## src/rtl/max_pool_2d_stream_defines.svh

```systemverilog
// ----------------------------------------------------------------------------
// max_pool_2d_stream_defines
// Assertion macros shared by the max pooling block
// ----------------------------------------------------------------------------
`ifndef MAX_POOL_2D_STREAM_DEFINES_SVH
`define MAX_POOL_2D_STREAM_DEFINES_SVH

// same-cycle implication, checked on every rising edge out of reset
`define MP2D_ASSERT_IMP(lbl, ante, cons, msg) \
    lbl: assert property (@(posedge i_clk) disable iff (!i_rst_n) (ante) |-> (cons)) \
        else $error(msg);

// next-cycle implication, checked on every rising edge out of reset
`define MP2D_ASSERT_NXT(lbl, ante, cons, msg) \
    lbl: assert property (@(posedge i_clk) disable iff (!i_rst_n) (ante) |=> (cons)) \
        else $error(msg);

`endif

```

## src/rtl/mp2d_pkg.sv

```systemverilog
// ----------------------------------------------------------------------------
// mp2d_pkg
// Widths, register codes, reset values and shared types of the max pooling block
// ----------------------------------------------------------------------------
package mp2d_pkg;

    // item and result field widths
    localparam int SAMPLE_W = 16;
    localparam int OROW_W   = 10;
    localparam int OCOL_W   = 7;
    localparam int CHAN_W   = 6;

    // configuration port
    localparam int CFG_IDX_W  = 3;
    localparam int CFG_DATA_W = 11;

    typedef enum logic [CFG_IDX_W-1:0] {
        CFG_IN_HEIGHT = 3'd0,
        CFG_IN_WIDTH  = 3'd1,
        CFG_CHANNELS  = 3'd2,
        CFG_POOL_ROWS = 3'd3,
        CFG_POOL_COLS = 3'd4,
        CFG_OUT_ROWS  = 3'd5,
        CFG_OUT_COLS  = 3'd6
    } t_cfg_idx;

    // register widths
    localparam int IN_HEIGHT_W = 11;
    localparam int IN_WIDTH_W  = 8;
    localparam int CHANNELS_W  = 7;
    localparam int POOL_REG_W  = 4;
    localparam int OUT_ROWS_W  = 11;
    localparam int OUT_COLS_W  = 8;

    // register reset values
    localparam logic [IN_HEIGHT_W-1:0] IN_HEIGHT_RST = 11'd1;
    localparam logic [IN_WIDTH_W-1:0]  IN_WIDTH_RST  = 8'd1;
    localparam logic [CHANNELS_W-1:0]  CHANNELS_RST  = 7'd1;
    localparam logic [POOL_REG_W-1:0]  POOL_ROWS_RST = 4'd2;
    localparam logic [POOL_REG_W-1:0]  POOL_COLS_RST = 4'd2;
    localparam logic [OUT_ROWS_W-1:0]  OUT_ROWS_RST  = 11'd1;
    localparam logic [OUT_COLS_W-1:0]  OUT_COLS_RST  = 8'd1;

    // row range of the map
    localparam int ROW_LIMIT = 1024;
    localparam int ROW_W     = 10;

    // parameter defaults
    localparam int MAX_WIDTH_DEF    = 128;
    localparam int MAX_CHANNELS_DEF = 64;
    localparam int MAX_POOL_DEF     = 8;

    // queue between front and back
    localparam int FIFO_DEPTH = 4;

    // per-item control travelling from front to back
    typedef struct packed {
        logic first;
        logic emit;
        logic frame_last;
    } t_flags;

    // index width of a range of n values, at least one bit
    function automatic int clog2_min1(input int n);
        return (n > 1) ? $clog2(n) : 1;
    endfunction

endpackage

```

## src/rtl/mp2d_fifo.sv

```systemverilog
// ----------------------------------------------------------------------------
// mp2d_fifo
// Short register queue that decouples the classifier from the update pipe
// ----------------------------------------------------------------------------
module mp2d_fifo #(
    parameter int WIDTH = 8,
    parameter int DEPTH = 4
) (
    input  logic             i_clk,
    input  logic             i_rst_n,
    input  logic             i_valid,
    output logic             o_ready,
    input  logic [WIDTH-1:0] i_data,
    output logic             o_valid,
    input  logic             i_ready,
    output logic [WIDTH-1:0] o_data
);

    localparam int PTR_W = mp2d_pkg::clog2_min1(DEPTH);
    localparam int CNT_W = $clog2(DEPTH + 1);

    logic [WIDTH-1:0] r_mem [DEPTH];
    logic [PTR_W-1:0] r_wptr;
    logic [PTR_W-1:0] r_rptr;
    logic [CNT_W-1:0] r_count;
    logic [PTR_W-1:0] n_wptr;
    logic [PTR_W-1:0] n_rptr;
    logic [CNT_W-1:0] n_count;
    logic             push;
    logic             pop;

    assign o_ready = (r_count != CNT_W'(DEPTH));
    assign o_valid = (r_count != '0);
    assign o_data  = r_mem[r_rptr];
    assign push    = i_valid && o_ready;
    assign pop     = o_valid && i_ready;

    // pointer and fill level update
    always_comb begin
        n_wptr  = r_wptr;
        n_rptr  = r_rptr;
        n_count = r_count;
        if (push) begin
            n_wptr = (r_wptr == PTR_W'(DEPTH - 1)) ? '0 : r_wptr + PTR_W'(1);
        end
        if (pop) begin
            n_rptr = (r_rptr == PTR_W'(DEPTH - 1)) ? '0 : r_rptr + PTR_W'(1);
        end
        case ({push, pop})
            2'b10:   n_count = r_count + CNT_W'(1);
            2'b01:   n_count = r_count - CNT_W'(1);
            default: n_count = r_count;
        endcase
    end

    always_ff @(posedge i_clk) begin
        if (!i_rst_n) begin
            r_wptr  <= '0;
            r_rptr  <= '0;
            r_count <= '0;
        end else begin
            r_wptr  <= n_wptr;
            r_rptr  <= n_rptr;
            r_count <= n_count;
        end
    end

    // entry storage
    always_ff @(posedge i_clk) begin
        if (push) begin
            r_mem[r_wptr] <= i_data;
        end
    end

endmodule

```

## config.mk

```make
export PLATFORM = sky130hd
export DESIGN_NAME = mp2d_fifo
export DESIGN_NICKNAME = d
export VERILOG_FILES = /design/src/rtl/max_pool_2d_stream_defines.svh /design/src/rtl/mp2d_pkg.sv /design/src/rtl/mp2d_fifo.sv
export SDC_FILE = /design/constraint.sdc
export NUM_CORES = 1
export LEC_CHECK = 0
export ABC_CLOCK_PERIOD_IN_PS = 3000
export BUFFER_PORTS_ARGS = -buffer_cell sky130_fd_sc_hd__clkbuf_2
export CAP_MARGIN = 10
export CORE_UTILIZATION = 55
export CTS_CLUSTER_SIZE = 16
export DETAILED_ROUTE_END_ITERATION = 12
export GPL_TIMING_DRIVEN = 0
export PLACE_DENSITY = 0.77
export SYNTH_ARGS = -nofsm -noshare
export SYNTH_HDL_FRONTEND = slang
export SYNTH_SLANG_ARGS = --single-unit
```

## constraint.sdc

```tcl
create_clock -name i_clk -period 3 [get_ports i_clk]
set_clock_uncertainty 0.05 [all_clocks]
set_input_delay 0.15 -clock i_clk [delete_from_list [all_inputs] [get_ports i_clk]]
set_output_delay 0.15 -clock i_clk [all_outputs]
set_load 0.02 [all_outputs]
```

======== Word-level counts from Yosys, hierarchy flattened ========
Memory sizes are Yosys's and may differ from the RTL's. A register that Yosys moved wholly into a read port is not among the register bits.
Index checks and enable logic that the tools add are counted.
word-level totals
  word-level logic and storage cells ...... 24
  bits in writable memories ............... 32
  bits in registers ....................... 7
  output and inout bits ................... 10
  memories kept ........................... 1
  input port bits ......................... 12
operators by class
  add/subtract/negate cells ............... 4
  eq/ne operators ......................... 5
  muxes and demuxes ....................... 7
  reductions and logical operators ........ 4
memories
  name   depth  bits a word  read ports  clocked after Yosys merged registers in  wr ports  line             RTL
  r_mem  4      8            1           1                                        1         mp2d_fifo.sv:22  logic [WIDTH-1:0] r_mem [DEPTH];
operator list
  operator             count
  $mux 2               4
  $eq 2x2->1 const B   3
  $pmux 3 s2           1
  $add 2x1->2 const B  2
  $add 3x1->3 const B  1
  $ne 3x3->1 const B   1
  $reduce_bool 3->1    1
  $sub 3x1->3 const B  1
  $eq 2x1->1 const B   1
  $logic_and 1x1->1    2
  $mux 1               2
  $reduce_bool 2->1    1

======== Logic depth before layout (Yosys ltp) ========
  word-level depth ........................ 4
  mapped depth ............................ 10
  depth with buffers taken out ............ 9

======== Worst setup path after synthesis ========
No wires, ideal clock.
  path kind ............................... reg2reg
  start point ............................. register r_count[2]
  end point ............................... register r_count[2]
  data required time ...................... 2.880 ns
  path slack .............................. 0.587 ns
  path buffers ............................ 1
  setup time .............................. 0.070 ns
  stages on the path, launching flop included .. 11
  period minus slack after synthesis ...... 2.413 ns
  data arrival time ....................... 2.293 ns
  cells stage by stage .................... dfxtp_1 -> or3b_1 -> buf_6 -> and2_4 -> inv_1 -> ha_1 -> inv_1 -> fa_1 -> xor2_1 -> or3_2 -> a21boi_1
between the ends
  word-level cells in the longest chain between the ends .. 4
  elaborated cells on any way between the ends .. 10
  classes of those cells .................. 2 x add/sub; 3 x eq/ne; 1 x mux; 4 x reduce/logical
RTL lines
  element                                                 line             RTL
  from (decl)                                             mp2d_fifo.sv:25  logic [CNT_W-1:0] r_count;
  from (signal assigned)                                  mp2d_fifo.sv:64  r_count <= n_count;
  $ne 3x3->1 *                                            mp2d_fifo.sv:32  assign o_ready = (r_count != CNT_W'(DEPTH));
  named net o_ready                                       mp2d_fifo.sv:12  output logic o_ready,
  $logic_and 1x1->1 *                                     mp2d_fifo.sv:35  assign push = i_valid && o_ready;
  $eq 2x1->1 / $eq 2x2->1 (equally long branches)         mp2d_fifo.sv:49  case ({push, pop})
  $pmux 3 s2 / $reduce_bool 2->1 (equally long branches)  -
The timed path passes the listed nets; every way through them passes the cells marked *.
A chain may end at the register's enable or synchronous reset.

======== Worst setup path in the final report ========
  start point ............................. register r_count[2]
  end point ............................... register r_count[2]
between the ends
  word-level cells in the longest chain between the ends .. 4
  elaborated cells on any way between the ends .. 10
  classes of those cells .................. 2 x add/sub; 3 x eq/ne; 1 x mux; 4 x reduce/logical
RTL lines
  element                                                 line
  $ne 3x3->1 / $reduce_bool 3->1 (equally long branches)  mp2d_fifo.sv:32, mp2d_fifo.sv:33
  $logic_and 1x1->1, on equally long branches             mp2d_fifo.sv:35, mp2d_fifo.sv:36
  $eq 2x1->1 / $eq 2x2->1 (equally long branches)         mp2d_fifo.sv:49
  $pmux 3 s2 / $reduce_bool 2->1 (equally long branches)  -
Parallel ways exist; a longest one is shown, timed or not.

==> impl_metrics.py <==
metrics = {
    "cts": {
        "hold_buffers": 9,
        "h-tree-depth": 2,
        "clock_sink_count": 41,
        "clockBufferDepth": 2,
        "numCtsBuffers": 5,
        "cts_tree": "yes",
        "path_clk_slew_ps": 100,
        "root_buffer": "clkbuf_4",
        "post-cts-setup-buffers": 0,
        "clk-insertion-delay-late_ps": 330,
        "cts_resized": 0,
    },
    "sta": {
        "grt_setup_unrepaired": "no",
        "finalHoldViolations": 0,
        "final.setup.worst_slack_ps": 456.2,
        "timing.fmax_mhz": 393.1,
        "relSlewSlack_pct": 63.43,
        "worst_pin_slew_ps": 543.8,
        "drv_slew": 0,
        "final.period_utilization_pct": 84.79,
        "period_minus_slack_ps": 2544,
        "setup_viol": 0,
        "tns_ps": 0,
    },
    "grt": {
        "antenna_found_initial": 0,
        "grtUsageTotal_pct": 18.98,
        "grt_max_degree": 13,
        "grt_pass1_vias": 923,
        "grt_pass1_wl_um": 4243,
        "grt_overflow_total": 0,
    },
    "critical_path": {
        "path_cells": "or3b_1 > buf_6 > and2_4 > inv_1 > ha_1 > inv_1 > fa_1 > xor2_1 > or3_2 > a21boi_1",
        "r2r_start": "r_count[2]",
        "critical_path.n_buffers_inverters": 3,
        "crit_path_start_kind": "flop",
        "slowest_delay_ps": 400,
        "arrival_ps": 2770,
        "crit_family": "simple AND/OR/NAND/NOR gates",
        "required_ps": 3230,
        "cp_slowest_cell": "or3_2",
        "crit_start": "r_count[2]",
        "crit_path_max_fanout": 7,
        "crit_path_frequent_cell": "inv_1",
        "cp-end-kind": "flop",
        "worst-setup-path-type": "flop to flop",
    },
    "run": {
        "maxCapViolCount": 0,
    },
    "floorplanning": {
        "die_w_um": 56.84,
        "die_height_um": 56.84,
        "core_area_um2": 2805,
        "dieArea_um2": 3231,
        "io_pins": 22,
        "initial_utilization_pct": 58.97,
        "row_count": 19,
    },
    "routing": {
        "postRouteAntennaNets": 0,
        "postRouteWirelength_um": 2624,
        "drt_iter0_drc": 16,
        "drc_errors": 2,
        "vias": 914,
        "dr.pass1.iters": 8,
        "wl_per_cell_um": 15.71,
        "viasPerCell": 5.473,
    },
    "power_and_ir_drop": {
        "p_leak_nw": 0.7317,
        "peakVddDrop_mv": 0.6087,
        "power_density_nw_per_um2": 764.8,
        "power.total_w": 0.001489,
    },
    "synthesis": {
        "yosysWarnings": 0,
        "synth_top_area_share_pct": 58.09,
        "dominantRegCellSynth": "edfxtp_1",
        "synth_edf_count": 32,
        "synth_top_cell_by_area": "edfxtp_1",
        "ys_seq_area_share_pct": 68.99,
        "ys_ff_latch": 41,
        "netlist_top_cells_area": "edfxtp_1 58%, dfxtp_1 11%, mux4_2 11%",
        "synth.avg_cell_area_um2": 16.88,
        "ys_types": 27,
        "syn-num-nets": 117,
        "syn_inst": 98,
        "syn_area_um2": 1654,
        "synthArstFlopShare_pct": 0,
    },
    "final_layout": {
        "layout-drive-gt1-share_pct": 31.62,
        "nNetsFinal": 154,
        "diodes": 0,
        "areaGrowthSynthToFinish_pct": 17.70,
    },
    "placed_design": {
        "dp_slack_ps": 478.0,
        "hpwl_um": 1733,
        "io_buffers": 21,
        "routabilityCongestion": 0.6548,
    },
    "min_path": {
        "worstHoldStart": "i_valid",
        "hp-class": "primary input to flop",
    },
    "status": {
        "violations": "DRC",
        "status": "finished with violations",
    },
}
power by group:
group	internal, W	leakage, nW	switching, W	total, W
sequential	0.000693	0.367	0.0000389	0.000732
combinational	0.000216	0.332	0.000263	0.000479
clock	0.000116	0.0326	0.000162	0.000278
total	0.00103	0.732	0.000464	0.00149
cell usage after synthesis, drive strengths merged, types with 2 or more instances:
master and instances:
inv 7, mux4 8, and2 3, nand2 6
edfxtp 32, nand3 2, buf 3, o21ai 5
ha 6, and3 4, or3 2, nor2 2
dfxtp 9
area by class of cell:
type | count | area (µm²)
inverter | 7 | 26.28
clock buffer | 8 | 58.81
fill | 210 | 858.3
buffer | 4 | 23.77
multi-input combinational | 46 | 462.9
sequential | 41 | 1141
timing repair buffer | 30 | 195.2
tap | 31 | 38.79
sequential cells by signal (all words and copies together) (netlist names), named ones only:
name     count
r_rptr       2
r_count      3
r_mem       32
r_wptr       2
cells in the final DEF, fill, tap and decap left out, types with 2 or more instances in the layout:
cell / count
edfxtp_1: 32
clkbuf_2: 21
dfxtp_1: 9
dlygate4sd3_1: 9
mux4_2: 8
inv_1: 7
nand2_1: 6
ha_1: 6
clkbuf_4: 5
o21ai_0: 4
and3_2: 3
clkbuf_1: 3
or3_2: 2
and2_1: 2
nor2_1: 2
nand3_1: 2
tightest hold or removal path: cells and delay by family:
family,cells,cell delay (ps)
buffers and inverters,1,120
AO/OA/AOI/OAI,1,50
AND/OR/NAND/NOR,1,70
logic make-up after synthesis:
family / after synthesis / share of synthesized area (%)
adders and majority gates: 7 / 5.749
xor gates and xnor gates: 2 / 1.059
and+or+nand+nor: 21 / 7.262
AOI/OAI and AO/OA: 7 / 2.421
DFF: 41 / 68.99
buffers and inverters: 11 / 3.025
muxes: 9 / 11.50
per-stage QoR:
step	hold WS [ps]	std cells	cell area (µm²)	utilization [%]
5_1_grt	56.74	167	1947	69.40
4_1_cts	26.27	167	1947	69.40
3_5_place_dp	326.9	150	1798	64.09
2_1_floorplan	198.9	98	1654	-
6_report	42.12	167	1947	69.40
3_3_place_gp	315.3	150	1798	64.09
worst paths after layout:
check | endpoint | slack (ps) | cells after the start
worst max-delay path | r_count[2] | 460 | 10
worst min-delay path | r_wptr[0] | 40 | 3
worst max register to register | r_count[2] | 460 | 10
worst min register to register | r_wptr[1] | 460 | 2
per-layer routing:
layer,up-vias,GRT usage (%),routed length (µm)
met5,-,0,0
met4,0,8.362,57
met3,4,7.143,109
met2,20,33.33,1410
met1,449,20.29,1046
li1,441,-,-
Note: power is estimated with default switching activity, not from simulation.
