--- config.mk ---
export PLATFORM = sky130hd
export DESIGN_NAME = mp2d_front_flat
export DESIGN_NICKNAME = d
export VERILOG_FILES = /design/src/rtl/mp2d_pkg.sv /design/src/rtl/mp2d_if.sv /design/src/rtl/mp2d_div.sv /design/src/rtl/mp2d_front.sv /design/src/flat_wrapper.sv
export VERILOG_INCLUDE_DIRS = /design/src /design/src/rtl
export SDC_FILE = /design/constraint.sdc
export NUM_CORES = 1
export LEC_CHECK = 0
export BUFFER_PORTS_ARGS = -buffer_cell sky130_fd_sc_hd__buf_2
export CORE_ASPECT_RATIO = 0.5
export CORE_MARGIN = 8
export CORE_UTILIZATION = 40
export DETAILED_ROUTE_END_ITERATION = 10
export GPL_TIMING_DRIVEN = 0
export SYNTH_ARGS = -nofsm -noshare
export SYNTH_HDL_FRONTEND = slang
export SYNTH_SLANG_ARGS = --single-unit
--- constraint.sdc ---
create_clock -name i_clk -period 6 [get_ports i_clk]
set_input_delay 0.9 -clock i_clk [delete_from_list [all_inputs] [get_ports i_clk]]
set_output_delay 0.9 -clock i_clk [all_outputs]
set_load 0.03 [all_outputs]
--- src/rtl/max_pool_2d_stream_defines.svh ---
// ----------------------------------------------------------------------------
// max_pool_2d_stream_defines
// Assertion macros shared by the max pooling block
// ----------------------------------------------------------------------------
`ifndef MAX_POOL_2D_STREAM_DEFINES_SVH
`define MAX_POOL_2D_STREAM_DEFINES_SVH

// same-cycle implication, checked on every rising edge out of reset
`define MP2D_ASSERT_IMP(lbl, ante, cons, msg) \
    lbl: assert property (@(posedge i_clk) disable iff (!i_rst_n) (ante) |-> (cons)) \
        else $error(msg);

// next-cycle implication, checked on every rising edge out of reset
`define MP2D_ASSERT_NXT(lbl, ante, cons, msg) \
    lbl: assert property (@(posedge i_clk) disable iff (!i_rst_n) (ante) |=> (cons)) \
        else $error(msg);

`endif

--- src/rtl/mp2d_pkg.sv ---
// ----------------------------------------------------------------------------
// mp2d_pkg
// Widths, register codes, reset values and shared types of the max pooling block
// ----------------------------------------------------------------------------
package mp2d_pkg;

    // item and result field widths
    localparam int SAMPLE_W = 16;
    localparam int OROW_W   = 10;
    localparam int OCOL_W   = 7;
    localparam int CHAN_W   = 6;

    // configuration port
    localparam int CFG_IDX_W  = 3;
    localparam int CFG_DATA_W = 11;

    typedef enum logic [CFG_IDX_W-1:0] {
        CFG_IN_HEIGHT = 3'd0,
        CFG_IN_WIDTH  = 3'd1,
        CFG_CHANNELS  = 3'd2,
        CFG_POOL_ROWS = 3'd3,
        CFG_POOL_COLS = 3'd4,
        CFG_OUT_ROWS  = 3'd5,
        CFG_OUT_COLS  = 3'd6
    } t_cfg_idx;

    // register widths
    localparam int IN_HEIGHT_W = 11;
    localparam int IN_WIDTH_W  = 8;
    localparam int CHANNELS_W  = 7;
    localparam int POOL_REG_W  = 4;
    localparam int OUT_ROWS_W  = 11;
    localparam int OUT_COLS_W  = 8;

    // register reset values
    localparam logic [IN_HEIGHT_W-1:0] IN_HEIGHT_RST = 11'd1;
    localparam logic [IN_WIDTH_W-1:0]  IN_WIDTH_RST  = 8'd1;
    localparam logic [CHANNELS_W-1:0]  CHANNELS_RST  = 7'd1;
    localparam logic [POOL_REG_W-1:0]  POOL_ROWS_RST = 4'd2;
    localparam logic [POOL_REG_W-1:0]  POOL_COLS_RST = 4'd2;
    localparam logic [OUT_ROWS_W-1:0]  OUT_ROWS_RST  = 11'd1;
    localparam logic [OUT_COLS_W-1:0]  OUT_COLS_RST  = 8'd1;

    // row range of the map
    localparam int ROW_LIMIT = 1024;
    localparam int ROW_W     = 10;

    // parameter defaults
    localparam int MAX_WIDTH_DEF    = 128;
    localparam int MAX_CHANNELS_DEF = 64;
    localparam int MAX_POOL_DEF     = 8;

    // queue between front and back
    localparam int FIFO_DEPTH = 4;

    // per-item control travelling from front to back
    typedef struct packed {
        logic first;
        logic emit;
        logic frame_last;
    } t_flags;

    // index width of a range of n values, at least one bit
    function automatic int clog2_min1(input int n);
        return (n > 1) ? $clog2(n) : 1;
    endfunction

endpackage

--- src/rtl/mp2d_if.sv ---
// ----------------------------------------------------------------------------
// mp2d_if
// Valid/ready channels of the max pooling block: samples, results, register writes
// ----------------------------------------------------------------------------

// sample channel
interface mp2d_in_if;
    logic                                       valid;
    logic                                       ready;
    logic signed [mp2d_pkg::SAMPLE_W-1:0]       sample;

    modport source (output valid, output sample, input ready);
    modport sink   (input valid, input sample, output ready);
endinterface


// register write channel
interface mp2d_cfg_if;
    logic                                       valid;
    logic                                       ready;
    logic [mp2d_pkg::CFG_IDX_W-1:0]             index;
    logic [mp2d_pkg::CFG_DATA_W-1:0]            data;

    modport source (output valid, output index, output data, input ready);
    modport sink   (input valid, input index, input data, output ready);
endinterface

--- src/rtl/mp2d_div.sv ---
// ----------------------------------------------------------------------------
// mp2d_div
// Restoring divider, one quotient bit per cycle
// ----------------------------------------------------------------------------
module mp2d_div #(
    parameter int DVD_W = 10,
    parameter int DVS_W = 4
) (
    input  logic             i_clk,
    input  logic             i_rst_n,
    input  logic             i_start,
    input  logic [DVD_W-1:0] i_dividend,
    input  logic [DVS_W-1:0] i_divisor,
    output logic             o_busy,
    output logic [DVD_W-1:0] o_quotient,
    output logic [DVS_W-1:0] o_remainder
);

    localparam int CNT_W = $clog2(DVD_W + 1);

    logic [CNT_W-1:0] r_cnt;
    logic [DVD_W-1:0] r_q;
    logic [DVS_W-1:0] r_rem;
    logic [DVS_W-1:0] r_dvs;
    logic [CNT_W-1:0] n_cnt;
    logic [DVD_W-1:0] n_q;
    logic [DVS_W-1:0] n_rem;
    logic [DVS_W-1:0] n_dvs;
    logic [DVS_W:0]   partial;
    logic [DVS_W:0]   diff;
    logic             fits;

    // one trial subtraction per step
    always_comb begin
        partial = {r_rem, r_q[DVD_W-1]};
        diff    = partial - {1'b0, r_dvs};
        fits    = (partial >= {1'b0, r_dvs});
        n_cnt   = r_cnt;
        n_q     = r_q;
        n_rem   = r_rem;
        n_dvs   = r_dvs;
        if (i_start) begin
            n_cnt = CNT_W'(DVD_W);
            n_q   = i_dividend;
            n_rem = '0;
            n_dvs = i_divisor;
        end else if (r_cnt != '0) begin
            n_cnt = r_cnt - CNT_W'(1);
            n_q   = DVD_W'({r_q, fits});
            n_rem = fits ? DVS_W'(diff) : DVS_W'(partial);
        end
    end

    always_ff @(posedge i_clk) begin
        if (!i_rst_n) begin
            r_cnt <= '0;
        end else begin
            r_cnt <= n_cnt;
        end
    end

    always_ff @(posedge i_clk) begin
        r_q   <= n_q;
        r_rem <= n_rem;
        r_dvs <= n_dvs;
    end

    assign o_busy      = (r_cnt != '0);
    assign o_quotient  = r_q;
    assign o_remainder = r_rem;

endmodule

--- src/rtl/mp2d_front.sv ---
// ----------------------------------------------------------------------------
// mp2d_front
// Registers, map position tracking and window classification of each item
// ----------------------------------------------------------------------------
`include "max_pool_2d_stream_defines.svh"

module mp2d_front #(
    parameter int MAX_WIDTH    = mp2d_pkg::MAX_WIDTH_DEF,
    parameter int MAX_CHANNELS = mp2d_pkg::MAX_CHANNELS_DEF,
    parameter int MAX_POOL     = mp2d_pkg::MAX_POOL_DEF,
    parameter int ENTRY_W      = 8
) (
    input  logic               i_clk,
    input  logic               i_rst_n,
    mp2d_cfg_if.sink           i_cfg,
    mp2d_in_if.sink            i_in,
    output logic               o_push_valid,
    input  logic               i_push_ready,
    output logic [ENTRY_W-1:0] o_push_data
);

    localparam int ROW_W  = mp2d_pkg::ROW_W;
    localparam int COL_W  = mp2d_pkg::clog2_min1(MAX_WIDTH);
    localparam int CH_W   = mp2d_pkg::clog2_min1(MAX_CHANNELS);
    localparam int POOL_W = mp2d_pkg::clog2_min1(MAX_POOL);
    localparam int DVS_W  = POOL_W + 1;
    localparam int ADDR_W = mp2d_pkg::clog2_min1(MAX_WIDTH * MAX_CHANNELS);

    // configuration registers
    logic [mp2d_pkg::IN_HEIGHT_W-1:0] r_in_height;
    logic [mp2d_pkg::IN_WIDTH_W-1:0]  r_in_width;
    logic [mp2d_pkg::CHANNELS_W-1:0]  r_channels;
    logic [mp2d_pkg::POOL_REG_W-1:0]  r_pool_rows;
    logic [mp2d_pkg::POOL_REG_W-1:0]  r_pool_cols;
    logic [mp2d_pkg::OUT_ROWS_W-1:0]  r_out_rows;
    logic [mp2d_pkg::OUT_COLS_W-1:0]  r_out_cols;

    // position of the next item
    logic [ROW_W-1:0]  r_row,  n_row;
    logic [COL_W-1:0]  r_col,  n_col;
    logic [CH_W-1:0]   r_chan, n_chan;
    logic [POOL_W-1:0] r_rsub, n_rsub;
    logic [POOL_W-1:0] r_csub, n_csub;
    logic [ROW_W-1:0]  r_orow, n_orow;
    logic [COL_W-1:0]  r_ocol, n_ocol;

    // window position resync after a pool size change
    logic r_sync_start;
    logic r_sync_pend;
    logic n_sync_pend;

    // clamped last indexes
    logic [ROW_W-1:0]  hm1;
    logic [COL_W-1:0]  wm1;
    logic [CH_W-1:0]   ncm1;
    logic [POOL_W-1:0] prm1;
    logic [POOL_W-1:0] pcm1;

    logic              cfg_acc;
    logic              pool_wr;
    logic              in_acc;
    logic              stale;
    logic              sync_load;
    logic [ROW_W-1:0]  c_row;
    logic [COL_W-1:0]  c_col;
    logic [CH_W-1:0]   c_chan;
    logic [POOL_W-1:0] c_rsub;
    logic [POOL_W-1:0] c_csub;
    logic [ROW_W-1:0]  c_orow;
    logic [COL_W-1:0]  c_ocol;
    logic              covered;
    logic              last_row;
    logic              last_col;
    logic              row_edge;
    logic              col_edge;
    mp2d_pkg::t_flags  flags;
    logic [ADDR_W-1:0] addr;

    logic              row_busy;
    logic              col_busy;
    logic [ROW_W-1:0]  row_quot;
    logic [DVS_W-1:0]  row_rem;
    logic [COL_W-1:0]  col_quot;
    logic [DVS_W-1:0]  col_rem;

    assign i_cfg.ready = 1'b1;
    assign cfg_acc     = i_cfg.valid && i_cfg.ready;
    assign pool_wr     = cfg_acc && ((i_cfg.index == mp2d_pkg::CFG_POOL_ROWS) ||
                                     (i_cfg.index == mp2d_pkg::CFG_POOL_COLS));
    assign i_in.ready  = !r_sync_pend && i_push_ready;
    assign in_acc      = i_in.valid && i_in.ready;

    // register clamping
    always_comb begin
        if (r_in_height == '0) begin
            hm1 = '0;
        end else if (r_in_height > mp2d_pkg::IN_HEIGHT_W'(mp2d_pkg::ROW_LIMIT)) begin
            hm1 = ROW_W'(mp2d_pkg::ROW_LIMIT - 1);
        end else begin
            hm1 = ROW_W'(r_in_height - mp2d_pkg::IN_HEIGHT_W'(1));
        end
        if (r_in_width == '0) begin
            wm1 = '0;
        end else if (32'(r_in_width) > MAX_WIDTH) begin
            wm1 = COL_W'(MAX_WIDTH - 1);
        end else begin
            wm1 = COL_W'(r_in_width - mp2d_pkg::IN_WIDTH_W'(1));
        end
        if (r_channels == '0) begin
            ncm1 = '0;
        end else if (32'(r_channels) > MAX_CHANNELS) begin
            ncm1 = CH_W'(MAX_CHANNELS - 1);
        end else begin
            ncm1 = CH_W'(r_channels - mp2d_pkg::CHANNELS_W'(1));
        end
        if (r_pool_rows == '0) begin
            prm1 = '0;
        end else if (32'(r_pool_rows) > MAX_POOL) begin
            prm1 = POOL_W'(MAX_POOL - 1);
        end else begin
            prm1 = POOL_W'(r_pool_rows - mp2d_pkg::POOL_REG_W'(1));
        end
        if (r_pool_cols == '0) begin
            pcm1 = '0;
        end else if (32'(r_pool_cols) > MAX_POOL) begin
            pcm1 = POOL_W'(MAX_POOL - 1);
        end else begin
            pcm1 = POOL_W'(r_pool_cols - mp2d_pkg::POOL_REG_W'(1));
        end
    end

    // item classification
    always_comb begin
        stale  = (r_row > hm1) || (r_col > wm1) || (r_chan > ncm1);
        c_row  = stale ? '0 : r_row;
        c_col  = stale ? '0 : r_col;
        c_chan = stale ? '0 : r_chan;
        c_rsub = stale ? '0 : r_rsub;
        c_csub = stale ? '0 : r_csub;
        c_orow = stale ? '0 : r_orow;
        c_ocol = stale ? '0 : r_ocol;

        covered  = (mp2d_pkg::OUT_ROWS_W'(c_orow) < r_out_rows) &&
                   (11'(c_ocol) < 11'(r_out_cols));
        row_edge = (c_rsub == prm1);
        col_edge = (c_csub == pcm1);
        last_row = row_edge || (c_row == hm1);
        last_col = col_edge || (c_col == wm1);

        flags.first      = (c_rsub == '0) && (c_csub == '0);
        flags.emit       = last_row && last_col;
        flags.frame_last = ((mp2d_pkg::OUT_ROWS_W'(c_orow) ==
                             r_out_rows - mp2d_pkg::OUT_ROWS_W'(1)) || (c_row == hm1)) &&
                           ((11'(c_ocol) == 11'(r_out_cols) - 11'd1) || (c_col == wm1)) &&
                           (c_chan == ncm1);
        addr = ADDR_W'(32'(c_ocol) * MAX_CHANNELS) + ADDR_W'(c_chan);
    end

    assign o_push_valid = in_acc && covered;
    assign o_push_data  = {flags, i_in.sample, c_orow, mp2d_pkg::OCOL_W'(c_ocol),
                           mp2d_pkg::CHAN_W'(c_chan), addr};

    // position advance and resync load
    always_comb begin
        sync_load = r_sync_pend && !r_sync_start && !row_busy && !col_busy;
        n_row  = r_row;
        n_col  = r_col;
        n_chan = r_chan;
        n_rsub = r_rsub;
        n_csub = r_csub;
        n_orow = r_orow;
        n_ocol = r_ocol;
        if (in_acc) begin
            n_row  = c_row;
            n_col  = c_col;
            n_rsub = c_rsub;
            n_csub = c_csub;
            n_orow = c_orow;
            n_ocol = c_ocol;
            if (c_chan != ncm1) begin
                n_chan = c_chan + CH_W'(1);
            end else begin
                n_chan = '0;
                if (c_col != wm1) begin
                    n_col  = c_col + COL_W'(1);
                    n_csub = col_edge ? '0 : c_csub + POOL_W'(1);
                    n_ocol = col_edge ? c_ocol + COL_W'(1) : c_ocol;
                end else begin
                    n_col  = '0;
                    n_csub = '0;
                    n_ocol = '0;
                    if (c_row != hm1) begin
                        n_row  = c_row + ROW_W'(1);
                        n_rsub = row_edge ? '0 : c_rsub + POOL_W'(1);
                        n_orow = row_edge ? c_orow + ROW_W'(1) : c_orow;
                    end else begin
                        n_row  = '0;
                        n_rsub = '0;
                        n_orow = '0;
                    end
                end
            end
        end else if (sync_load) begin
            n_orow = row_quot;
            n_rsub = POOL_W'(row_rem);
            n_ocol = col_quot;
            n_csub = POOL_W'(col_rem);
        end
        if (pool_wr) begin
            n_sync_pend = 1'b1;
        end else if (sync_load) begin
            n_sync_pend = 1'b0;
        end else begin
            n_sync_pend = r_sync_pend;
        end
    end

    // control and configuration registers
    always_ff @(posedge i_clk) begin
        if (!i_rst_n) begin
            r_in_height  <= mp2d_pkg::IN_HEIGHT_RST;
            r_in_width   <= mp2d_pkg::IN_WIDTH_RST;
            r_channels   <= mp2d_pkg::CHANNELS_RST;
            r_pool_rows  <= mp2d_pkg::POOL_ROWS_RST;
            r_pool_cols  <= mp2d_pkg::POOL_COLS_RST;
            r_out_rows   <= mp2d_pkg::OUT_ROWS_RST;
            r_out_cols   <= mp2d_pkg::OUT_COLS_RST;
            r_row        <= '0;
            r_col        <= '0;
            r_chan       <= '0;
            r_rsub       <= '0;
            r_csub       <= '0;
            r_orow       <= '0;
            r_ocol       <= '0;
            r_sync_start <= 1'b0;
            r_sync_pend  <= 1'b0;
        end else begin
            if (cfg_acc) begin
                case (i_cfg.index)
                    mp2d_pkg::CFG_IN_HEIGHT: r_in_height <= i_cfg.data;
                    mp2d_pkg::CFG_IN_WIDTH:
                        r_in_width  <= i_cfg.data[mp2d_pkg::IN_WIDTH_W-1:0];
                    mp2d_pkg::CFG_CHANNELS:
                        r_channels  <= i_cfg.data[mp2d_pkg::CHANNELS_W-1:0];
                    mp2d_pkg::CFG_POOL_ROWS:
                        r_pool_rows <= i_cfg.data[mp2d_pkg::POOL_REG_W-1:0];
                    mp2d_pkg::CFG_POOL_COLS:
                        r_pool_cols <= i_cfg.data[mp2d_pkg::POOL_REG_W-1:0];
                    mp2d_pkg::CFG_OUT_ROWS:  r_out_rows  <= i_cfg.data;
                    mp2d_pkg::CFG_OUT_COLS:
                        r_out_cols  <= i_cfg.data[mp2d_pkg::OUT_COLS_W-1:0];
                    default: ;
                endcase
            end
            r_row        <= n_row;
            r_col        <= n_col;
            r_chan       <= n_chan;
            r_rsub       <= n_rsub;
            r_csub       <= n_csub;
            r_orow       <= n_orow;
            r_ocol       <= n_ocol;
            r_sync_start <= pool_wr;
            r_sync_pend  <= n_sync_pend;
        end
    end

    // window coordinates of the current position under the new pool sizes
    mp2d_div #(
        .DVD_W (ROW_W),
        .DVS_W (DVS_W)
    ) u_row_div (
        .i_clk       (i_clk),
        .i_rst_n     (i_rst_n),
        .i_start     (r_sync_start),
        .i_dividend  (r_row),
        .i_divisor   (DVS_W'(prm1) + DVS_W'(1)),
        .o_busy      (row_busy),
        .o_quotient  (row_quot),
        .o_remainder (row_rem)
    );

    mp2d_div #(
        .DVD_W (COL_W),
        .DVS_W (DVS_W)
    ) u_col_div (
        .i_clk       (i_clk),
        .i_rst_n     (i_rst_n),
        .i_start     (r_sync_start),
        .i_dividend  (r_col),
        .i_divisor   (DVS_W'(pcm1) + DVS_W'(1)),
        .o_busy      (col_busy),
        .o_quotient  (col_quot),
        .o_remainder (col_rem)
    );

    // checks
    `MP2D_ASSERT_IMP(a_no_item_in_resync, in_acc, !r_sync_pend, "item taken during resync")
    `MP2D_ASSERT_NXT(a_pos_in_map, in_acc, (r_chan <= $past(ncm1)) && (r_col <= $past(wm1)), "position left the map")
    `MP2D_ASSERT_IMP(a_sub_in_window, !r_sync_pend && !r_sync_start, (r_rsub <= prm1) && (r_csub <= pcm1), "window offset past pool size")

endmodule

--- src/flat_wrapper.sv ---
// flat-port wrapper written by rule: the top's interface ports become plain ports
module mp2d_front_flat 
#(
    parameter int MAX_WIDTH    = mp2d_pkg::MAX_WIDTH_DEF,
    parameter int MAX_CHANNELS = mp2d_pkg::MAX_CHANNELS_DEF,
    parameter int MAX_POOL     = mp2d_pkg::MAX_POOL_DEF,
    parameter int ENTRY_W      = 8
)
  (i_clk, i_rst_n, o_push_valid, i_push_ready, o_push_data, i_cfg_valid, i_cfg_index, i_cfg_data, i_cfg_ready, i_in_valid, i_in_sample, i_in_ready);
  mp2d_cfg_if i_cfg_i ();
  mp2d_in_if i_in_i ();
  input  logic i_clk;
  input  logic i_rst_n;
  output logic o_push_valid;
  input  logic i_push_ready;
  output logic [ENTRY_W-1:0] o_push_data;
  input wire logic [$bits(i_cfg_i.valid)-1:0] i_cfg_valid;
  input wire logic [$bits(i_cfg_i.index)-1:0] i_cfg_index;
  input wire logic [$bits(i_cfg_i.data)-1:0] i_cfg_data;
  output wire logic [$bits(i_cfg_i.ready)-1:0] i_cfg_ready;
  input wire logic [$bits(i_in_i.valid)-1:0] i_in_valid;
  input wire logic [$bits(i_in_i.sample)-1:0] i_in_sample;
  output wire logic [$bits(i_in_i.ready)-1:0] i_in_ready;
  assign i_cfg_i.valid = i_cfg_valid;
  assign i_cfg_i.index = i_cfg_index;
  assign i_cfg_i.data = i_cfg_data;
  assign i_cfg_ready = i_cfg_i.ready;
  assign i_in_i.valid = i_in_valid;
  assign i_in_i.sample = i_in_sample;
  assign i_in_ready = i_in_i.ready;
  mp2d_front #(.MAX_WIDTH(MAX_WIDTH), .MAX_CHANNELS(MAX_CHANNELS), .MAX_POOL(MAX_POOL), .ENTRY_W(ENTRY_W)) u_core (.i_clk(i_clk), .i_rst_n(i_rst_n), .i_cfg(i_cfg_i), .i_in(i_in_i), .o_push_valid(o_push_valid), .i_push_ready(i_push_ready), .o_push_data(o_push_data));
endmodule
## Yosys cells after proc, flatten, opt, wreduce, memory -nomap -nowiden

Cells that the tools add are included.
Widths: inputs -> output; s select.

- Bits in registers: 141
- Bits of input ports: 35
- Output and inout port bits: 11
- Logic and storage cells: 160

- Add/subtract/negate cells: 19
- $lt $le $gt $ge: 12
- Equal/unequal tests: 11
- Multiplexer cells: 57
- Bitwise operators: 1
- Reductions and logical operators: 35

Operator list:

| kind | count |
|---|---|
| $mux 10 | 15 |
| $mux 7 | 13 |
| $mux 3 | 19 |
| $mux 6 | 4 |
| $add 10x1->10 const B | 2 |
| $mux 4 | 4 |
| $add 7x1->7 const B | 2 |
| $reduce_and 2->1 | 7 |
| $gt 11x11->1 const B | 1 |
| $logic_not 11->1 | 1 |
| $lt 10x11->1 | 1 |
| $ge 5x4->1 | 2 |
| $gt 10x10->1 | 1 |
| $ne 10x10->1 | 1 |
| $sub 10x1->10 const B | 1 |
| $eq 3x3->1 const B | 3 |
| $sub 3x1->3 const B | 3 |
| $add 3x1->4 const B | 2 |
| $add 8x6->8 | 1 |
| $gt 4x4->1 const B | 2 |
| $gt 8x8->1 const B | 1 |
| $logic_and 1x1->1 | 8 |
| $logic_not 4->1 | 2 |
| $logic_not 8->1 | 1 |
| other kinds (25) | 38 |

## Logic depth before layout (Yosys ltp)

- Depth after elaboration: 13
- Gate-level depth with buffers: 27
- Gate-level depth less buffers: 21

## Modules after synthesis

Synthesis repeated with hierarchy kept, for this count alone.

- Cell total of the unflattened synthesis: 1230
- Area, all modules: 9695.5 um^2

By module, submodules not included:

| module | times used | cells each | area an instance (um^2) | seq. area each (um^2) |
|---|---|---|---|---|
| mp2d_front | 1 | 1067 | 7696.1 | 2021.9 |
| mp2d_div at u_core.u_row_div | 1 | 83 | 1066.0 | 580.6 |
| mp2d_div at u_core.u_col_div | 1 | 80 | 933.4 | 470.5 |

## Worst setup path before layout

OpenSTA, ideal clock, no wires.

- Path kind: register to output
- Start point: reg u_core.r_in_height[2] in the netlist's numbering
- End point: out o_push_valid
- Arrival: 5.967 ns
- Slack: -0.867 ns
- Stages on the path, launching flop included: 23
- Cell sequence: dfxtp_1 buf_2 or4_1 buf_4 nor4_1 mux2_2 o21ai_0 ha_1 a21oi_1 o21ai_0 a2111oi_2 o211a_1 buf_2 buf_4 clkbuf_1 clkbuf_1 and2_1 ha_1 a21boi_0 o21ai_0 a21o_1 a211oi_1 nor3_1

- Word-level cells in the longest chain between the ends: 10

Ends and longest elaborated chain:

| what | line | source |
|---|---|---|
| from (decl) | mp2d_front.sv:30 | `logic [mp2d_pkg::IN_HEIGHT_W-1:0] r_in_height;` |
| from (signal assigned) | mp2d_front.sv:221 | `r_in_height <= mp2d_pkg::IN_HEIGHT_RST;` |
| from (signal assigned) | mp2d_front.sv:240 | `mp2d_pkg::CFG_IN_HEIGHT: r_in_height <= i_cfg.data;` |
| $sub 10x1->10 / $gt 11x11->1 (equally long branches) | mp2d_front.sv:100, mp2d_front.sv:97 |  |
| $mux 10 | mp2d_front.sv:97 | `end else if (r_in_height > mp2d_pkg::IN_HEIGHT_W'(mp2d_pkg::ROW_LIMIT)) begin` |
| $mux 10 (*) | mp2d_front.sv:95 | `if (r_in_height == '0) begin` |
| $gt 10x10->1 (*) | mp2d_front.sv:134 | `stale = (r_row > hm1) \|\| (r_col > wm1) \|\| (r_chan > ncm1);` |
| $logic_or 1x1->1 (*) (2 in a row) | mp2d_front.sv:134 |  |
| $mux 10 / $mux 7 (equally long branches) | mp2d_front.sv:140, mp2d_front.sv:141 |  |
| $lt 10x11->1 / $lt 7x8->1 (equally long branches) | mp2d_front.sv:143, mp2d_front.sv:144 |  |
| $logic_and 1x1->1 (*) | mp2d_front.sv:143 | `covered = (mp2d_pkg::OUT_ROWS_W'(c_orow) < r_out_rows) &&` |
| $logic_and 1x1->1 (*) | mp2d_front.sv:159 | `assign o_push_valid = in_acc && covered;` |
| to (decl) | flat_wrapper.sv:14 | `output logic o_push_valid;` |

Every way passes the cells marked *; elsewhere a longest branch is shown, timed or not.

## Worst setup path after layout

- Start point: reg u_core.r_in_height[3] in the netlist's numbering
- End point: out o_push_valid

Same word-level chain as after synthesis.

==> run summary <==
The run gives 81 as the unique cell type count in the Yosys netlist. Routability-driven placement congestion ratio: 0.945. The most used flip-flop cell after synthesis is sky130_fd_sc_hd__dfxtp_1. The initial antenna violation count is 0. The signal on the critical path passes through or4_4 > nor4_4 > mux2_4 > o21ai_4 > ha_4 > a21oi_2 > o21ai_1 > a2111oi_4 > o211a_1 > buf_12 > clkbuf_16 > clkbuf_16 > and2_4 > ha_4 > a21o_1 > a21o_1 > a21oi_2 > maj3_2 > a211oi_2 > nor3_2 > buf_4. Hold repair after CTS inserted 0 buffers.

The die is 127 µm tall. Once the floorplan was initialized, standard cells occupied 40.8% of the core. For the total number of yosys warnings, the log shows 0. The region available for standard cell placement spans 0.0241 mm². The area added between synthesis and finish is 18.7%. In the synthesized netlist, the cells that appear most often are sky130_fd_sc_hd__nand2_1 (182), sky130_fd_sc_hd__dfxtp_1 (116), sky130_fd_sc_hd__a21oi_1 (109).

In this run the cell area of the synthesized design comes to 0.00983 mm². Data arrives at the worst endpoint at 5.28 ns. The number of filler instances in the final layout was 2354; the number of input and output port buffers inserted was 28.

Yosys instantiated no cell more often than sky130_fd_sc_hd__nand2_1. The final number of setup-violating endpoints was 1. In the routed layout, each cell is associated on average with a via count of 6.02. The floorplan has 40 rows. After the last flow step, the layout net total stands at 1413. The clock drives 141 sinks.

Across all layers, the routed design uses 10000 vias. sky130_fd_sc_hd__dfxtp_1 takes more of the synthesized area than any other cell. Headroom to the max-slew limit came out at 27.8%.

The die covers 0.0301 mm². Of the synthesized area, sequential elements account for 31.3%. Ranked by total cell area, the synthesized netlist is headed by sky130_fd_sc_hd__dfxtp_1 (24%), sky130_fd_sc_hd__ha_1 (7.9%), sky130_fd_sc_hd__edfxtp_1 (7.6%).

Across the run, the number of max-cap violations was 0. The number of endpoints with negative hold slack in the final report was 0. Buffer cell driving the clock tree root: sky130_fd_sc_hd__clkbuf_16. The first detailed-routing pass took 6 iterations.

The first global-routing pass estimated 53.6 mm of wire. In the synthesized netlist the async set-or-reset flop fraction comes to 0%. The logs give 0.0105 mm² for the post-placement cell area and 46 for the number of top-level design ports. The area share of the largest cell type after synthesis works out to 23.6%.

Once layout is complete, the utilization of the core stands at 48.5%. Across every metal layer, demand over resource in global routing totals 22.7%. The repair_antennas step left the layout with diodes totalling 0. The DRC marker count from the first detailed-route iteration is 1071, and the share of final-layout standard cells stronger than drive strength 1 is 14.6%. For the worst setup skew after layout, the log shows 0.0104 ns. At the pin with the least slew margin, the transition time is 1.07 ns. Of all nets on the critical path, the largest fanout is 7. The H-tree depth was 4; the residual overflow from global routing was 0. The number of enable-type register cells in the synthesized netlist was 25. TritonCTS built the clock tree. The checks that failed: setup timing. STA puts the critical path data required time at 5.10 ns. The biggest cell delay along the critical path works out to 0.60 ns.

The kind of cell with the highest combined delay along the critical path is compound AO/OA/AOI/OAI gates. Power density of the placed cells: 318 mW/mm². The average footprint of a synthesized cell is 7.86 µm². The flow ran to the end, but the final reports show violations. The detailed-placement wirelength estimate came out at 25.1 mm. The post-synthesis instance total was 1250. The highest-delay cell along the critical path is sky130_fd_sc_hd__or4_4. Derived from the worst setup path, the maximum achievable clock frequency is 162 MHz. The tools report the number of buffers created by CTS as 17. The share of the cycle needed by the critical path after routing came out at 103%.

STA classifies the critical path startpoint as a flip-flop. Before CTS, the worst setup slack after placement is -1.48 ns. The number of global-route vias before repair is 9246.

The type of the worst min-delay path is flip-flop to flip-flop. Entering global routing, the biggest net connects 17 pins. The buffer and inverter count on the worst path was 4; the clock period minus worst slack was 6.18 ns. The later pin in the worst-skew pair is clocked with a latency of 0.44 ns.

The run gives 0 as the DRC violation count after routing. Category of the critical setup timing path: flip-flop to primary output. The worst setup slack after layout was -0.184 ns. Post-detailed-routing wire length: 35.1 mm.

Setup repair after global routing could not meet its margin everywhere. The net count after synthesis came out at 1349. Counting along the longest clock path gives a buffer depth of 2.

The number of pins with negative max-slew slack in the final report is 0. In this run the horizontal extent of the chip is 238 µm. After clock tree synthesis, the clock-pin slew on the worst setup and hold paths is 0.06 ns. In this run the remaining antenna-violating nets after routing total 0. Endpoint kind of the worst setup timing path: a primary output. VDD sags by at most 194 µV. Counting flops and latches in the post-synthesis netlist gives 141. The final standard cell area without fillers was 0.0117 mm². The wire length per cell is 21.1 µm. The analysis attributes to cell leakage a power of 0.00447 µW.
logic make-up (layout without fill, tap and decap cells):
family	after synthesis	in the layout	synth area share, %
simple gates	494	494	25.1
other cells	1	1	0.0382
xor+xnor	31	31	2.76
fa+ha+maj	69	69	8.82
compound gates	318	318	21.0
flops	141	141	31.3
mux	47	47	5.04
buf+inv	149	226	5.94
final cells by class:
| type | instances | area, µm² | area share, % |
|---|---|---|---|
| well taps | 336 | 420 | 3.60 |
| flip-flops and latches | 141 | 3090 | 26.5 |
| repair buffers | 56 | 353 | 3.02 |
| plain buffers | 64 | 360 | 3.09 |
| inverters | 74 | 280 | 2.40 |
| clock buffers | 22 | 475 | 4.08 |
| multi-input cells | 960 | 6510 | 55.8 |
| clock inverters | 10 | 184 | 1.58 |
worst register-to-register path: stages, from the launching register on:
cell and delay, ns:
sky130_fd_sc_hd__dfxtp_4 0.37, sky130_fd_sc_hd__or4_4 0.61, sky130_fd_sc_hd__nor4_4 0.33, sky130_fd_sc_hd__mux2_4 0.35, sky130_fd_sc_hd__o21ai_4 0.17, sky130_fd_sc_hd__ha_4 0.18
sky130_fd_sc_hd__nand4_1 0.12, sky130_fd_sc_hd__buf_4 0.17, sky130_fd_sc_hd__o211ai_1 0.12, sky130_fd_sc_hd__o31ai_4 0.14, sky130_fd_sc_hd__buf_4 0.21, sky130_fd_sc_hd__o211ai_1 0.32
sky130_fd_sc_hd__clkbuf_2 0.38, sky130_fd_sc_hd__o211ai_1 0.16, sky130_fd_sc_hd__a22oi_1 0.52, sky130_fd_sc_hd__nand3_1 0.37, sky130_fd_sc_hd__clkbuf_1 0.41, sky130_fd_sc_hd__nor4_1 0.35
sky130_fd_sc_hd__o21ai_1 0.09, sky130_fd_sc_hd__a31oi_1 0.26
stage by stage:
stage	power [µW]	hold slack [ns]	TNS, ns	instances
floorplan	1910	0.432	0	1250
global placement	2250	0.446	-27.68	1614
detailed placement	2280	0.450	-19.98	1614
CTS	3660	0.458	-0.212	1664
global route	3860	0.471	-0.296	1663
finish	3700	0.460	-0.184	1663
sequential cells by signal, indices dropped and copies added, names as in the netlist, 6 cells and up:
name,flops
u_core.r_orow,10
u_core.r_out_cols,8
u_core.r_in_height,11
u_core.u_col_div.o_quotient,7
u_core.r_in_width,8
u_core.r_ocol,7
u_core.r_channels,7
u_core.r_chan,6
u_core.u_row_div.o_quotient,10
u_core.r_col,7
u_core.r_row,10
u_core.r_out_rows,11
worst paths after layout:
kind / from / depth (start not counted) / slack (ns) / endpoint
worst max-delay path: u_core.r_in_height[3] / 21 / -0.18 / o_push_valid
worst min-delay path: u_core.u_col_div.o_remainder[3] / 2 / 0.46 / u_core.u_col_div.o_remainder[3]
worst max register to register: u_core.r_in_height[3] / 19 / 0.29 / u_core.r_row[8]
worst min register to register: u_core.u_col_div.o_remainder[3] / 2 / 0.46 / u_core.u_col_div.o_remainder[3]
metal layers:
layer | wire, µm | vias to the layer above | global-route usage, %
met5 | 0 | - | 0
met4 | 711 | 0 | 6.91
met3 | 2910 | 65 | 5.17
met2 | 15100 | 427 | 34.6
met1 | 16300 | 4853 | 31.6
li1 | - | 4661 | -
layout by cell type (no fill, tap or decap), types with 22 or more instances in the layout:
| master | count |
|---|---|
| sky130_fd_sc_hd__a21oi_1 | 103 |
| sky130_fd_sc_hd__buf_2 | 30 |
| sky130_fd_sc_hd__buf_4 | 32 |
| sky130_fd_sc_hd__clkbuf_1 | 51 |
| sky130_fd_sc_hd__clkbuf_16 | 22 |
| sky130_fd_sc_hd__dfxtp_1 | 112 |
| sky130_fd_sc_hd__edfxtp_1 | 25 |
| sky130_fd_sc_hd__ha_1 | 56 |
| sky130_fd_sc_hd__inv_1 | 70 |
| sky130_fd_sc_hd__mux2i_1 | 27 |
| sky130_fd_sc_hd__nand2_1 | 181 |
| sky130_fd_sc_hd__nand3_1 | 34 |
| sky130_fd_sc_hd__nor2_1 | 74 |
| sky130_fd_sc_hd__nor3_1 | 33 |
| sky130_fd_sc_hd__o21ai_0 | 49 |
what timing repair did:
action / CTS / global route
endpoints found under the setup margin: 55 / 26
buffers inserted: 25 / 3
cloned: 0 / 0
resized for setup: 54 / 32
pin swaps: 20 / 15
report_power, final:
| group | leakage [µW] | switching (µW) | internal [µW] |
|---|---|---|---|
| clock | 0.000315 | 445 | 774 |
| combinational | 0.00297 | 799 | 513 |
| sequential | 0.00118 | 89.4 | 1080 |
| total | 0.00447 | 1330 | 2370 |
(Power assumes the default switching activity.)
